### src/rtl/core/sorted_list_table_macros.svh
// ---------------------------------------------------------------------------
// Sorted list table assertion macros
// Shared concurrent assertion forms for the sorted list table.
// ---------------------------------------------------------------------------
`ifndef SORTED_LIST_TABLE_MACROS_SVH
`define SORTED_LIST_TABLE_MACROS_SVH

// same-cycle implication
`define SLTB_ASSERT_NOW(lbl, clk, rstn, ante, cons, msg) \
  lbl: assert property (@(posedge clk) disable iff (!rstn) (ante) |-> (cons)) else $error(msg);

// next-cycle implication
`define SLTB_ASSERT_NEXT(lbl, clk, rstn, ante, cons, msg) \
  lbl: assert property (@(posedge clk) disable iff (!rstn) (ante) |=> (cons)) else $error(msg);

`endif

### src/rtl/core/sltb_pkg.sv
// ---------------------------------------------------------------------------
// Sorted list table package
// Operation codes, result layout and cell control type.
// ---------------------------------------------------------------------------
package sltb_pkg;

  localparam int unsigned KIND_W = 2;
  localparam logic [KIND_W-1:0] KIND_INSERT = 2'd0;
  localparam logic [KIND_W-1:0] KIND_REMOVE = 2'd1;
  localparam logic [KIND_W-1:0] KIND_SEARCH = 2'd2;

  localparam int unsigned KEY_FIELD_W = 32;
  localparam int unsigned CNT_FIELD_W = 5;
  localparam int unsigned IN_DATA_W   = 32;
  localparam int unsigned OUT_DATA_W  = 40;

  typedef struct packed {
    logic cmp;  // latch compare flags against the incoming key
    logic ins;  // open a slot and write the key
    logic rem;  // close the slot of the first equal key
  } sltb_ctl_t;

endpackage

### src/rtl/core/sltb_cell.sv
// ---------------------------------------------------------------------------
// Sorted list table cell
// Holds one key, compares it with the broadcast key and shifts it to or from
// its neighbors on insert and remove.
// ---------------------------------------------------------------------------
module sltb_cell #(
  parameter int unsigned KEY_W = 32,
  parameter int unsigned CNT_W = 5,
  parameter int unsigned INDEX = 0
) (
  input  logic                clk_i,
  input  logic                rst_ni,
  input  sltb_pkg::sltb_ctl_t ctl_i,
  input  logic [KEY_W-1:0]    cmp_key_i,
  input  logic [KEY_W-1:0]    ins_key_i,
  input  logic [CNT_W-1:0]    count_i,
  input  logic [KEY_W-1:0]    left_key_i,
  input  logic [KEY_W-1:0]    right_key_i,
  input  logic                left_lt_d_i,
  input  logic                left_lt_q_i,
  output logic [KEY_W-1:0]    key_o,
  output logic                lt_d_o,
  output logic                lt_q_o,
  output logic                hit_o
);
  import sltb_pkg::*;

  logic [KEY_W-1:0] key_q;
  logic             lt_q;
  logic             hit_q;
  logic             occupied;
  logic             lt_d;
  logic             hit_d;

  always_comb begin
    occupied = (CNT_W'(INDEX) < count_i);
    lt_d     = occupied && (key_q < cmp_key_i);
    hit_d    = occupied && (key_q == cmp_key_i) && left_lt_d_i;
  end

  always_ff @(posedge clk_i or negedge rst_ni) begin
    if (!rst_ni) begin
      lt_q  <= 1'b0;
      hit_q <= 1'b0;
    end else if (ctl_i.cmp) begin
      lt_q  <= lt_d;
      hit_q <= hit_d;
    end
  end

  always_ff @(posedge clk_i) begin
    if (ctl_i.ins && !lt_q) begin
      key_q <= left_lt_q_i ? ins_key_i : left_key_i;
    end else if (ctl_i.rem && !lt_q) begin
      key_q <= right_key_i;
    end
  end

  assign key_o  = key_q;
  assign lt_d_o = lt_d;
  assign lt_q_o = lt_q;
  assign hit_o  = hit_q;

endmodule

### src/rtl/core/sorted_list_table.sv
// ---------------------------------------------------------------------------
// Sorted list table
// Keeps up to DEPTH keys in ascending order in a row of cells; inserts,
// removes the first equal key, or searches, one operation per transaction.
//
//   channel  dir  tdata                                   tuser
//   s_axis   in   key_value[31:0]                         kind[1:0]
//   m_axis   out  success, matched_key, entry_count, is_empty  -
//
// In each transaction the cells latch their compare flags at acceptance,
// then, in the update state, shift one place and write the result register.
// The next transaction is taken once the result register is free or drains.
// Reset clears the entry count and control; cell keys are left unset.
// A stalled m_axis holds its result and blocks further s_axis transactions.
// ---------------------------------------------------------------------------
`include "sorted_list_table_macros.svh"

module sorted_list_table #(
  parameter int unsigned DEPTH    = 16,
  parameter int unsigned KEY_BITS = 32
) (
  input  logic                             clk_i,
  input  logic                             rst_ni,
  input  logic                             s_axis_tvalid,
  output logic                             s_axis_tready,
  // [31:0] key_value
  input  logic [sltb_pkg::IN_DATA_W-1:0]   s_axis_tdata,
  // [1:0] kind
  input  logic [sltb_pkg::KIND_W-1:0]      s_axis_tuser,
  output logic                             m_axis_tvalid,
  input  logic                             m_axis_tready,
  // [0] success, [32:1] matched_key, [37:33] entry_count, [38] is_empty,
  // [39] zero
  output logic [sltb_pkg::OUT_DATA_W-1:0]  m_axis_tdata
);
  import sltb_pkg::*;

  localparam int unsigned KW    = (KEY_BITS < KEY_FIELD_W) ? KEY_BITS : KEY_FIELD_W;
  localparam int unsigned CNT_W = $clog2(DEPTH + 1);
  localparam logic [CNT_W-1:0] FULL_CNT = CNT_W'(DEPTH);

  localparam logic ST_IDLE = 1'b0;
  localparam logic ST_UPD  = 1'b1;

  logic              state_q, state_d;
  logic [KIND_W-1:0] kind_q;
  logic [KW-1:0]     key_q;
  logic [CNT_W-1:0]  count_q, count_d;
  logic              out_valid_q;
  logic [OUT_DATA_W-1:0] out_data_q;

  logic              in_acc;
  logic              found;
  logic              not_full;
  logic              res_success;
  logic [KW-1:0]     res_key;
  sltb_ctl_t         ctl;
  logic [KW-1:0]     in_key;

  logic [KW-1:0]     key_arr  [DEPTH];
  logic [DEPTH-1:0]  lt_d_vec;
  logic [DEPTH-1:0]  lt_q_vec;
  logic [DEPTH-1:0]  hit_vec;

  assign s_axis_tready = (state_q == ST_IDLE) && (!out_valid_q || m_axis_tready);
  assign in_acc        = s_axis_tvalid && s_axis_tready;
  assign in_key        = s_axis_tdata[KW-1:0];

  always_comb begin
    found    = |hit_vec;
    not_full = (count_q != FULL_CNT);
    ctl.cmp  = in_acc;
    ctl.ins  = (state_q == ST_UPD) && (kind_q == KIND_INSERT) && not_full;
    ctl.rem  = (state_q == ST_UPD) && (kind_q == KIND_REMOVE) && found;
    count_d  = count_q;
    if (ctl.ins) begin
      count_d = count_q + CNT_W'(1);
    end else if (ctl.rem) begin
      count_d = count_q - CNT_W'(1);
    end
    case (kind_q)
      KIND_INSERT: res_success = not_full;
      KIND_REMOVE: res_success = found;
      KIND_SEARCH: res_success = found;
      default:     res_success = 1'b0;
    endcase
    res_key = ((kind_q == KIND_REMOVE || kind_q == KIND_SEARCH) && found) ? key_q : '0;
    state_d = state_q;
    case (state_q)
      ST_IDLE: if (in_acc) state_d = ST_UPD;
      ST_UPD:  state_d = ST_IDLE;
      default: state_d = ST_IDLE;
    endcase
  end

  for (genvar g = 0; g < DEPTH; g++) begin : g_cell
    logic [KW-1:0] left_key;
    logic [KW-1:0] right_key;
    logic          left_lt_d;
    logic          left_lt_q;

    if (g == 0) begin : g_first
      assign left_key  = key_arr[g];
      assign left_lt_d = 1'b1;
      assign left_lt_q = 1'b1;
    end else begin : g_inner
      assign left_key  = key_arr[g-1];
      assign left_lt_d = lt_d_vec[g-1];
      assign left_lt_q = lt_q_vec[g-1];
    end

    if (g == DEPTH - 1) begin : g_last
      assign right_key = key_arr[g];
    end else begin : g_body
      assign right_key = key_arr[g+1];
    end

    sltb_cell #(
      .KEY_W (KW),
      .CNT_W (CNT_W),
      .INDEX (g)
    ) u_cell (
      .clk_i       (clk_i),
      .rst_ni      (rst_ni),
      .ctl_i       (ctl),
      .cmp_key_i   (in_key),
      .ins_key_i   (key_q),
      .count_i     (count_q),
      .left_key_i  (left_key),
      .right_key_i (right_key),
      .left_lt_d_i (left_lt_d),
      .left_lt_q_i (left_lt_q),
      .key_o       (key_arr[g]),
      .lt_d_o      (lt_d_vec[g]),
      .lt_q_o      (lt_q_vec[g]),
      .hit_o       (hit_vec[g])
    );
  end

  always_ff @(posedge clk_i or negedge rst_ni) begin
    if (!rst_ni) begin
      state_q     <= ST_IDLE;
      count_q     <= '0;
      out_valid_q <= 1'b0;
    end else begin
      state_q <= state_d;
      count_q <= count_d;
      if (state_q == ST_UPD) begin
        out_valid_q <= 1'b1;
      end else if (m_axis_tready) begin
        out_valid_q <= 1'b0;
      end
    end
  end

  always_ff @(posedge clk_i) begin
    if (in_acc) begin
      kind_q <= s_axis_tuser;
      key_q  <= in_key;
    end
    if (state_q == ST_UPD) begin
      out_data_q <= {1'b0,
                     (count_d == '0),
                     CNT_FIELD_W'(count_d),
                     KEY_FIELD_W'(res_key),
                     res_success};
    end
  end

  assign m_axis_tvalid = out_valid_q;
  assign m_axis_tdata  = out_data_q;

  `SLTB_ASSERT_NOW(a_count_range, clk_i, rst_ni, 1'b1, count_q <= FULL_CNT, "count above depth")
  `SLTB_ASSERT_NOW(a_hit_unique, clk_i, rst_ni, 1'b1, $onehot0(hit_vec), "several first hits")
  `SLTB_ASSERT_NEXT(a_acc_update, clk_i, rst_ni, in_acc, state_q == ST_UPD, "no update after accept")
  `SLTB_ASSERT_NOW(a_out_free, clk_i, rst_ni, state_q == ST_UPD, !out_valid_q, "result register busy")
  `SLTB_ASSERT_NEXT(a_count_hold, clk_i, rst_ni, state_q == ST_IDLE, $stable(count_q), "count moved")

endmodule
### config.mk
export PLATFORM = sky130hd
export DESIGN_NAME = sorted_list_table
export DESIGN_NICKNAME = d
export VERILOG_FILES = /design/src/rtl/core/sltb_pkg.sv /design/src/rtl/core/sltb_cell.sv /design/src/rtl/core/sorted_list_table.sv
export VERILOG_INCLUDE_DIRS = /design/src /design/src/rtl/core
export SDC_FILE = /design/constraint.sdc
export NUM_CORES = 2
export LEC_CHECK = 0
export ABC_CLOCK_PERIOD_IN_PS = 4300
export BUFFER_PORTS_ARGS = -buffer_cell sky130_fd_sc_hd__buf_4
export CORE_AREA = 4 4 281 338
export CTS_CLUSTER_DIAMETER = 150
export DETAILED_ROUTE_END_ITERATION = 10
export DIE_AREA = 0 0 285 342
export MAX_ROUTING_LAYER = met4
export PLACE_DENSITY = 0.58
export SYNTH_ARGS = -nofsm -noshare
export SYNTH_HDL_FRONTEND = slang
export SYNTH_SLANG_ARGS = --single-unit
### constraint.sdc
create_clock -name clk_i -period 4.3 [get_ports clk_i]
set_clock_uncertainty 0.2 [all_clocks]
set_input_delay 0.86 -clock clk_i [delete_from_list [all_inputs] [get_ports clk_i]]
set_output_delay 0.86 -clock clk_i [all_outputs]
set_load 0.03 [all_outputs]
==> implementation parameters <==
Parameter                              Value

Logic synthesis
  Area of the mapped netlist    0.04093 mm2
  Average instance area after synthesis    10.77 um2
  Synthesized netlist net count    4356
  Count of flip-flops with a built-in enable after synthesis    585
  Top FF cell, synth    sky130_fd_sc_hd__edfxtp_1
  Register bit count reported by yosys    624
  Share of synthesized registers carrying an async set or reset    6.250%
  Synthesis warning total    0
  Cell variety after synth    65
  Syn Inst Count    3800
  Fraction of the yosys area taken by sequential cells    45.30%

Place
  Post-detailed-placement half-perimeter wirelength    93430 um
  Port Buf Inserts    78
  Post-placement setup slack    441.6 ps
  Placed Cells incl. Taps    5001
  Last weighted congestion value of the routability-driven placer    0.9281

Timing
  Remaining max-slew budget at the tightest pin    25.56%
  Unrepaired setup endpoints after global routing    false
  Minimum clock period    3375 ps
  Share of the cycle needed by the critical path after routing    78.48%
  Final setup slack of the worst path    925.3 ps
  Worst slew pin tran    1105 ps
  Fmax    296.3 MHz
  Total Neg Setup Slack    0 ps
  Final hold violation count    0
  Setup-violating endpoint count in the final report    0
  Pins Over Slew Limit    0

Routing
  Final routed DRC violation total    0
  Detailed Route Iter0 Violations    2670
  Detailed-route wire length    124000 um
  Detail-routed net length per standard cell    24.16 um
  Via count    30.02k
  Detailed-routing iteration count for the pre-antenna-repair pass    5
  Via count normalized by instance count    5.851
  Final antenna-violating net count    0

Pwr
  Final Power    18.83 mW
  Leakage power figure    17.59 nW
  Worst IR drop on VDD    0.3531 mV
  Power per cell area    412.5 mW/mm2

Worst setup path
  Classification of the worst setup path    flop to flop
  Crit. End Element    flop
  Data arrival time of the worst path    3720 ps
  Crit path launch type    flop
  Critical path fanouts, max    11
  Cell count of the worst reg-to-reg path    7
  Required @ worst endpoint    4650 ps

Global route
  Global-route wire length before repair    187500 um
  Initial antenna violation count    2
  Gr ovfl total    0
  Maximum number of pins on one net before global-route repair    65
  All-Layer GR Usage    25.71%
  Number of global-route vias before repair    29.58k

Cells and area
  Most frequent cells in the layout    sky130_fd_sc_hd__a21oi_1 (660), sky130_fd_sc_hd__edfxtp_1 (585), sky130_fd_sc_hd__ha_1 (517)
  Synth-to-layout area growth    11.51%
  Most common library cell in the layout ignoring fill and taps    sky130_fd_sc_hd__a21oi_1
  Net total in the final layout    4392
  Number of antenna repair diodes    0
  Filler-free cell count of the finished design    5131
  Share of cells above drive strength 1    11.33%

Die
  Num rows    122
  Die Width    285 um
  Overall die height    342 um
  Std-Cell Core Area    0.09174 mm2
  Initial core utilization    44.62%
  Ports placed on the boundary    80
  Die Footprint    0.09747 mm2

Status
  Outcome    finished, final reports clean

Worst hold path
  Worst min-delay path category    primary input to asynchronous set/reset pin

Clocking
  Clock transition at the registers of the reported paths    60 ps
  CTS root buffer    sky130_fd_sc_hd__clkbuf_16
  Clock buffer count from CTS    73
  PostCTS Resize Cnt    0
  Max H-tree Level    3
  Buffers from clock root to sink, at most    3
  Buffer count from post-CTS setup fixing    0
  CTS tree    done
  Clock sinks    624
  Clock insertion delay at the later pin of the skew report    640 ps
  Number of hold-repair buffers added at the cts stage    0

Job
  Max capacitance violation total    0
==> registers in the layout (all words and copies together) (netlist names), 2 cells and up <==
name,cells
key_q,32
g_cell.u_cell.key_o,512
g_cell.u_cell.lt_q_o,16
kind_q,2
count_q,5
g_cell.u_cell.hit_o,16
m_axis_tdata,39
==> power breakdown <==
part	switching [mW]	internal [mW]	leakage, nW
registers	1.04	7.12	5.84
logic	2.37	1.92	10.6
clock network	2.64	3.74	1.20
total	6.05	12.8	17.6
==> layer usage <==
layer	global-route usage (%)	routed length (um)
met1	32.48	53430
met2	43.43	60560
met3	2.462	5545
met4	9.122	4439
met5	-	0
==> cell type report <==
cell class | count | area (um2)
fillers | 8434 | 46090
multi-input cells | 2879 | 21250
flip-flops and latches | 624 | 18560
clock buffers | 104 | 2168
repair buffers | 192 | 1629
well taps | 1240 | 1551
inverters | 66 | 247.7
clock inverters | 26 | 235.2
==> synthesized netlist by cell type, drive strengths merged, types with 16 or more instances <==
library cell  instances  share of area, %
nand3                64              0.79
buf                 118               1.5
mux2                 62               1.7
a21oi               662               8.1
clkbuf              113               1.0
mux2i               448                11
o211ai               28              0.51
nand4                91               1.4
o21ai                61              0.75
a221oi               16              0.36
nand2               155               1.4
nor2b                22              0.34
nor2                511               4.9
inv                  66              0.61
ha                  518                16
nor4                 24              0.46
nor3                 22              0.27
and3                 34              0.52
edfxtp              585                43
a21o                 36              0.66
dfrtp                39               2.4
==> worst paths after layout <==
path	slack (ps)	endpoint	start
max reg2reg	930	g_cell[2].u_cell.hit_o$_DFFE_PN0P_	count_q[1]$_DFF_PN0_
max	930	g_cell[2].u_cell.hit_o$_DFFE_PN0P_	count_q[1]$_DFF_PN0_
min in group clk_i	200	kind_q[0]$_DFFE_PP_	s_axis_tuser[0]
min	50	count_q[4]$_DFF_PN0_	rst_ni
min reg2reg	310	g_cell[13].u_cell.hit_o$_DFFE_PN0P_	g_cell[13].u_cell.hit_o$_DFFE_PN0P_
max in group asynchronous	3340	g_cell[14].u_cell.lt_q_o$_DFFE_PN0P_	rst_ni
==> critical path: stages (launching register included) <==
cell and delay [ps]:
sky130_fd_sc_hd__dfrtp_1 680, sky130_fd_sc_hd__inv_1 170, sky130_fd_sc_hd__ha_1 230, sky130_fd_sc_hd__o21ai_0 870, sky130_fd_sc_hd__o21ai_0 230, sky130_fd_sc_hd__a211oi_1 510, sky130_fd_sc_hd__o211ai_1 210, sky130_fd_sc_hd__o21ai_0 190
==> metrics by stage <==
step | cell area [um2] | hold WS (ps) | util, %
finish | 45650 | 52.50 | 49.76
floorplan | 40930 | 269.5 | -
global route | 45650 | 69.59 | 49.76
detailed placement | 43240 | 303.6 | 47.14
CTS | 45650 | 35.86 | 49.76
global placement | 43240 | 290.7 | 47.14
==> logic make-up (layout without fill, tap and decap cells) <==
group	Yosys count	after routing	share of synthesized area, %
other	1	1	0.009161
buffers and inverters	297	388	3.118
multiplexers	510	510	12.66
adder cells (fa/ha/maj)	518	518	15.83
XOR/XNOR	4	4	0.08560
flip-flops	624	624	45.30
AO/OA/AOI/OAI	888	888	12.22
AND/OR/NAND/NOR	958	958	10.78
(Power assumes the default switching activity.)
